### config.mk
export PLATFORM = sky130hd
export DESIGN_NAME = cmt_ctrl
export DESIGN_NICKNAME = d
export VERILOG_FILES = /design/src/hdl/cmt_pkg.sv /design/src/hdl/cmt_ctrl.sv
export SDC_FILE = /design/constraint.sdc
export NUM_CORES = 1
export LEC_CHECK = 0
export BUFFER_PORTS_ARGS = -buffer_cell sky130_fd_sc_hd__buf_2
export CORE_UTILIZATION = 43
export CTS_CLUSTER_SIZE = 30
export DETAILED_ROUTE_END_ITERATION = 12
export GPL_TIMING_DRIVEN = 0
export PLACE_DENSITY = 0.85
export SYNTH_ARGS = -nofsm -noshare
export SYNTH_HDL_FRONTEND = slang
export SYNTH_SLANG_ARGS = --single-unit
### constraint.sdc
create_clock -name clk -period 1.7 [get_ports clk]
set_clock_uncertainty 0.05 [all_clocks]
set_input_delay 0.085 -clock clk [delete_from_list [all_inputs] [get_ports clk]]
set_output_delay 0.085 -clock clk [all_outputs]
set_load 0.01 [all_outputs]
### src/hdl/cmt_pkg.sv
// Shared types and constants for the Carmichael number test core.
// Used by cmt_modmul, cmt_datapath, cmt_ctrl and carmichael_number_test_core.
`timescale 1ns / 1ps

package cmt_pkg;

  localparam int MAX_N_DEF = 65536;
  localparam int NUM_W     = 16;
  localparam int CNT_W     = $clog2(NUM_W);
  localparam int WORD_W    = 32;

  typedef enum logic [1:0] {
    ASEL_CLR,
    ASEL_I,
    ASEL_J,
    ASEL_N
  } addr_sel_t;

  typedef struct packed {
    addr_sel_t addr_sel;
    logic      clr_wr;
    logic      j_wr;
    logic      i_next;
    logic      j_load;
    logic      j_next;
    logic      n_load;
    logic      a_init;
    logic      a_inc;
    logic      exp_init;
    logic      mul_ab;
    logic      mul_bb;
    logic      acc_ld;
    logic      b_ld_shift;
  } cmd_t;

  typedef struct packed {
    logic clr_last;
    logic i_done;
    logic i_bit;
    logic j_done;
    logic n_ok;
    logic n_two;
    logic n_odd;
    logic n_bit;
    logic a_eq_n;
    logic e_zero;
    logic e_lsb;
    logic acc_eq_a;
    logic mul_done;
  } status_t;

endpackage

### src/hdl/cmt_ctrl.sv
// Controller: sieve build after reset, then per transaction the Fermat test sequence.
// Depends on cmt_pkg; drives cmt_datapath through cmd_t and reads status_t.
`timescale 1ns / 1ps

module cmt_ctrl (
  input  logic             clk,
  input  logic             rst_n,
  input  logic             start,
  input  cmt_pkg::status_t st,
  output cmt_pkg::cmd_t    cmd,
  output logic             busy,
  output logic             out_valid,
  output logic             out_flag
);

  typedef enum logic [3:0] {
    S_CLR,
    S_SV_I,
    S_SV_IC,
    S_SV_J,
    S_SV_JW,
    S_IDLE,
    S_N_RD,
    S_N_CHK,
    S_BASE,
    S_EXP,
    S_MUL_A,
    S_MUL_B
  } state_t;

  state_t state_r, state_nxt;
  logic   valid_r, valid_nxt;
  logic   flag_r, flag_nxt;

  always_comb begin
    cmd       = '0;
    cmd.addr_sel = cmt_pkg::ASEL_CLR;
    state_nxt = state_r;
    valid_nxt = 1'b0;
    flag_nxt  = flag_r;
    unique case (state_r)
      S_CLR: begin
        cmd.clr_wr = 1'b1;
        if (st.clr_last) state_nxt = S_SV_I;
      end
      S_SV_I: begin
        cmd.addr_sel = cmt_pkg::ASEL_I;
        state_nxt    = st.i_done ? S_IDLE : S_SV_IC;
      end
      S_SV_IC: begin
        if (st.i_bit) begin
          cmd.j_load = 1'b1;
          state_nxt  = S_SV_J;
        end else begin
          cmd.i_next = 1'b1;
          state_nxt  = S_SV_I;
        end
      end
      S_SV_J: begin
        cmd.addr_sel = cmt_pkg::ASEL_J;
        if (st.j_done) begin
          cmd.i_next = 1'b1;
          state_nxt  = S_SV_I;
        end else begin
          state_nxt = S_SV_JW;
        end
      end
      S_SV_JW: begin
        cmd.addr_sel = cmt_pkg::ASEL_J;
        cmd.j_wr     = 1'b1;
        cmd.j_next   = 1'b1;
        state_nxt    = S_SV_J;
      end
      S_IDLE: begin
        if (start) begin
          cmd.n_load = 1'b1;
          state_nxt  = S_N_RD;
        end
      end
      S_N_RD: begin
        cmd.addr_sel = cmt_pkg::ASEL_N;
        if (st.n_ok) begin
          state_nxt = S_N_CHK;
        end else begin
          valid_nxt = 1'b1;
          flag_nxt  = 1'b0;
          state_nxt = S_IDLE;
        end
      end
      S_N_CHK: begin
        // Two and odd numbers still marked in the sieve are prime.
        if (st.n_two || (st.n_odd && st.n_bit)) begin
          valid_nxt = 1'b1;
          flag_nxt  = 1'b0;
          state_nxt = S_IDLE;
        end else begin
          cmd.a_init = 1'b1;
          state_nxt  = S_BASE;
        end
      end
      S_BASE: begin
        if (st.a_eq_n) begin
          valid_nxt = 1'b1;
          flag_nxt  = 1'b1;
          state_nxt = S_IDLE;
        end else begin
          cmd.exp_init = 1'b1;
          state_nxt    = S_EXP;
        end
      end
      S_EXP: begin
        if (st.e_zero) begin
          if (st.acc_eq_a) begin
            cmd.a_inc = 1'b1;
            state_nxt = S_BASE;
          end else begin
            valid_nxt = 1'b1;
            flag_nxt  = 1'b0;
            state_nxt = S_IDLE;
          end
        end else if (st.e_lsb) begin
          cmd.mul_ab = 1'b1;
          state_nxt  = S_MUL_A;
        end else begin
          cmd.mul_bb = 1'b1;
          state_nxt  = S_MUL_B;
        end
      end
      S_MUL_A: begin
        if (st.mul_done) begin
          cmd.acc_ld = 1'b1;
          cmd.mul_bb = 1'b1;
          state_nxt  = S_MUL_B;
        end
      end
      S_MUL_B: begin
        if (st.mul_done) begin
          cmd.b_ld_shift = 1'b1;
          state_nxt      = S_EXP;
        end
      end
      default: state_nxt = S_IDLE;
    endcase
  end

  always_ff @(posedge clk) begin
    if (!rst_n) begin
      state_r <= S_CLR;
      valid_r <= 1'b0;
      flag_r  <= 1'b0;
    end else begin
      state_r <= state_nxt;
      valid_r <= valid_nxt;
      flag_r  <= flag_nxt;
    end
  end

  assign busy      = (state_r != S_IDLE);
  assign out_valid = valid_r;
  assign out_flag  = flag_r;

endmodule

== After elaboration in Yosys (flattened, before gate mapping) ==
Cells that the tools add are included.

* Output and inout bits: 18
* Logic and storage cells: 83
* Bits of input ports: 16
* Bits in registers: 6
* Memories: 0
* Latch bits: 0
* Memory bits (read-only): 0
* RAM bits: 0

* Bitwise operators: 0
* $lt $le $gt $ge: 0
* Shift operators: 0
* Reduce and logical (&&, ||, !) cells: 7
* Equality and inequality tests: 21
* Div/mod/pow operators: 0
* Multipliers: 0
* Muxes and demuxes: 52
* $add $sub $neg: 0

{| class="wikitable"
|+ Operators with widths
! operator !! number
|-
| $pmux 4 s12 || 1
|-
| $mux 1 || 32
|-
| $mux 4 || 8
|-
| $ne 2x2->1 const B || 9
|-
| $eq 4x3->1 const B || 4
|-
| $eq 4x4->1 const B || 4
|-
| $eq 4x2->1 const B || 2
|-
| $mux 2 || 4
|-
| $pmux 1 s4 || 2
|-
| $mux 3 || 2
|-
| $pmux 2 s3 || 1
|-
| $reduce_and 6->1 || 1
|-
| $eq 4x1->1 const B || 1
|-
| $logic_not 4->1 || 1
|-
| $ne 4x3->1 const B || 1
|-
| $pmux 1 s2 || 2
|-
| $reduce_and 4->1 || 1
|-
| $reduce_bool 4->1 || 1
|-
| $reduce_or 2->1 || 1
|-
| $logic_and 1x1->1 || 1
|-
| $logic_or 1x1->1 || 1
|}

== Depth between registers and ports, before layout ==
* Depth in word-level cells: 4
* Depth in mapped cells: 6
* Gate-level depth less buffers: 5

== Least setup slack after synthesis ==
Ideal clock, no wire load.

* Kind: register to output
* From: register state_r[3]
* To: output port cmd[2] (netlist name)
* Buffers on the path: 2
* Data arrival time: 1.194 ns
* Data required time: 1.565 ns
* Stages on the path, launching flop included: 5
* Setup slack: 0.371 ns
* Cells stage by stage: dfxtp_1 > buf_2 > buf_4 > nand3_1 > o32ai_1

{| class="wikitable"
|+ RTL lines
! item !! line !! source
|-
| start: declaration || cmt_ctrl.sv:31 || <nowiki>state_t state_r, state_nxt;</nowiki>
|-
| start signal: assignment || cmt_ctrl.sv:152 || <nowiki>state_r <= state_nxt;</nowiki>
|-
| end: declaration || cmt_ctrl.sv:10 || <nowiki>output cmt_pkg::cmd_t cmd,</nowiki>
|}

==> metrics list <==
- Pwr per Cell Area: 540 mW/mm2
- Among cell families on the critical path, the largest total delay comes from flip-flops.
- After detailed routing, the average wire length per cell comes to between 10 and 15 um.
- Portion of synthesized cell area occupied by the leading cell type: 0.186
- Count of endpoints failing setup in the final report: 0
* Number of flops mapped to enable cells by yosys: 0
- The netlist uses 40 different library cells.
* Time the worst path needs with I/O delays and setup: 1610 ps
* Maximum clock frequency: between 600 and 700 MHz
- Buffer type at the clock tree root: sky130_fd_sc_hd__clkbuf_4
* Worst-skew pair later-pin latency: 250 ps
- Bufs and invs on worst path: 2
- Fin Setup TNS: 0 ps
- Max-cap violations in this run came to 0.
* Number of nets at the end of the flow: approximately 150
- Most frequently used flop master after synthesis: sky130_fd_sc_hd__dfxtp_1
* Synth Instances: a little over 90
* Chip width: slightly above 40 um
- After global routing the overflow that remains totals 0.
* Cell leakage power: roughly 0.42 nW
- Final-report hold violation count: 0
- Data on the critical path is required at its endpoint by between 1500 and 2000 ps.
- Cell count after placement: between 100 and 150
- Utilization after layout: 0.641
* Setup slack after placement: approximately 250 ps
- Leading cell type by number of instances after synthesis: sky130_fd_sc_hd__nor2_1
* CP Cell Sequence: buf_4, nor2b_4, nand3_1, o32ai_1, buf_2
- First-iteration detailed-routing DRC count: 36
- The biggest area contributor in the post-synthesis netlist is sky130_fd_sc_hd__dfxtp_1.
- Among all stages on the critical path, the largest delay is contributed by sky130_fd_sc_hd__dfxtp_1.
* Max IR drop VDD: roughly 310 uV
- Dividing the final minimum period by the clock period gives 0.947.
- The clock passes through at most 2 buffers.
- TritonCTS sink count: 6
* Count of placed standard cells in the final layout, fillers left out: 143
- Run status: completed
- Yosys warns: 0
- Critical path class: reg2out
- In the final layout, the share of cells above drive strength 1 is 0.406.
* Worst-Margin Slew: 256 ps
* Clock tree from TritonCTS: built
* DP Wirelength: about 1500 um
- After detailed routing, the number of vias per cell comes to about 5.9.
- Largest driver fanout on the critical path: 10
- Cell Area, Synth: roughly 640 um2
* Routability cong.: between 0.8 and 0.9
- The commonest cells after synthesis are sky130_fd_sc_hd__nor2_1 (14), sky130_fd_sc_hd__nand2_1 (8), sky130_fd_sc_hd__dfxtp_1 (6).
- Global-route wire length before repair: 2970 um
- Syn Area/Cell: 7.00 um2
- IO Pins: 34
- After synthesis, the share of flip-flops with an asynchronous set or reset is 0.
* Final worst setup slack: 90.4 ps
- The die covers around 0.0017 mm2.
- Unrepaired setup endpoints after global routing: false
- The worst hold path belongs to the class in2reg.
- Total via count after detailed routing: roughly 840
- Before antenna repair, the detailed router went through 4 iterations.
- Die extent in y: roughly 41 um
* Clock-pin transition on the worst setup and hold timing paths: approximately 60 ps
* Post-layout power: 0.468 mW
* Antenna violations before repair: 0
* H-tree levels: 1
* Post-CTS repair timing setup buffer count: 0
- Buffers placed on the I/O ports in this run total 33.
- Std-Cell Rows: 13
- 0 antenna diodes ended up in the layout.
- Critical path's largest stage delay: between 300 and 400 ps
- Total Routed Length: just under 2000 um
- Residual DRC count: 0
* Part of the Yosys area used for sequential elements: 0.186
- In this run the tightest slew margin relative to its limit is 0.827.
- The number of nets in the synthesized netlist is 108.
- The max-slew violation count came to 0.
- Antenna viol nets, final: 0
* Post-synthesis register bit count: 6
- Placed standard-cell area: slightly above 800 um2
- After clock tree synthesis, the flow added hold-fix buffers numbering 0.
* Number of fill cells in the layout: approximately 130
- The number of clock buffers added by TritonCTS is 3.
- Effective utilization at floorplan: 0.477
- Total non-filler cell area in the finished layout: about 870 um2
* Area contributors post-synth: sky130_fd_sc_hd__dfxtp_1 (19%), sky130_fd_sc_hd__nor2_1 (8.2%), sky130_fd_sc_hd__nor2b_1 (4.9%)
* Startpoint type of the worst setup path: flop
* Area of the placeable core: 0.00135 mm2
- Entering global routing, the biggest net connects 11 pins.
- Critical path endpoint category: primary output
- Arr. time, crit path: 1470 ps
- In the global route stage, overall resource usage came out at 0.270.
- The number of global-route vias before repair came to about 720.
- The tightest hold path in the finished design has a slack of 60.7 ps.
- Relative to the synthesized area, the layout overhead comes to 34.4%.
[state kept, by name, summed over array words and instances, names as in the netlist]
signal     count
state_r        4
out_valid      1
out_flag       1
[power breakdown]
| group | switching [mW] | internal [mW] | leakage (nW) |
|---|---|---|---|
| Sequential | 0.00391 | 0.147 | 0.0493 |
| Clock | 0.0564 | 0.0802 | 0.0138 |
| Combinational | 0.105 | 0.0748 | 0.360 |
| Total | 0.165 | 0.303 | 0.423 |
[final timing paths]
path         slack (ps)  startpoint         end  cells past startpoint
max                  90  state_r[1]      cmd[2]                      5
min reg2reg         550    out_flag    out_flag                      2
min                  60       rst_n   out_valid                      3
max reg2reg         250  state_r[1]  state_r[2]                      6
[per-layer routing]
| layer | up-vias | part of all wire | global-route usage |
|---|---|---|---|
| met3 | 2 | 0.047 | 0.0380 |
| li1 | 406 | - | - |
| met1 | 397 | 0.42 | 0.299 |
| met5 | - | 0 | 0 |
| met4 | 0 | 0.0072 | 0.0667 |
| met2 | 34 | 0.52 | 0.528 |
[layout by cell type (no fill, tap or decap), drive strengths merged, types with 3 or more instances in the layout]
cell / netlist / routed
nor3: 3 / 3
nand2: 9 / 9
buf: 7 / 40
nand2b: 3 / 3
nor2: 15 / 15
inv: 3 / 3
dfxtp: 6 / 6
o21ai: 7 / 7
and3: 3 / 3
nor2b: 6 / 6
nand3: 4 / 4
clkbuf: 0 / 3
[worst reg2reg max path, stage by stage (launching register included)]
cell	delay, ps
sky130_fd_sc_hd__dfxtp_1	330
sky130_fd_sc_hd__buf_4	170
sky130_fd_sc_hd__nor2b_1	140
sky130_fd_sc_hd__o21ai_2	120
sky130_fd_sc_hd__nand2_2	70
sky130_fd_sc_hd__a311oi_2	280
sky130_fd_sc_hd__a311oi_1	150
[cell type report]
type	count	area (um2)	area share
inverter	3	11.3	0.0130
buffer	7	57.6	0.0665
tap	15	18.8	0.0217
sequential	6	121	0.140
timing repair buffer	33	165	0.191
clock buffer	3	22.5	0.0260
multi-input combinational	76	469	0.542
[kinds of logic (layout without fill, tap and decap cells)]
kind of cell / count (synthesis) / after routing / share of synthesized area
AND/OR/NAND/NOR: 53 / 53 / 0.451
AO/OA/AOI/OAI: 22 / 22 / 0.254
buffers and inverters: 10 / 46 / 0.0932
flip-flops: 6 / 6 / 0.186
multiplexers: 1 / 1 / 0.0155
[what timing repair did]
| item | in CTS | in global routing |
|---|---|---|
| endpoints found under the setup margin | 1 | 2 |
| gates cloned | 0 | 0 |
| endpoints found under the hold margin | 0 | 0 |
| gates resized for setup | 2 | 4 |
Power figures use the tool's default switching activity.
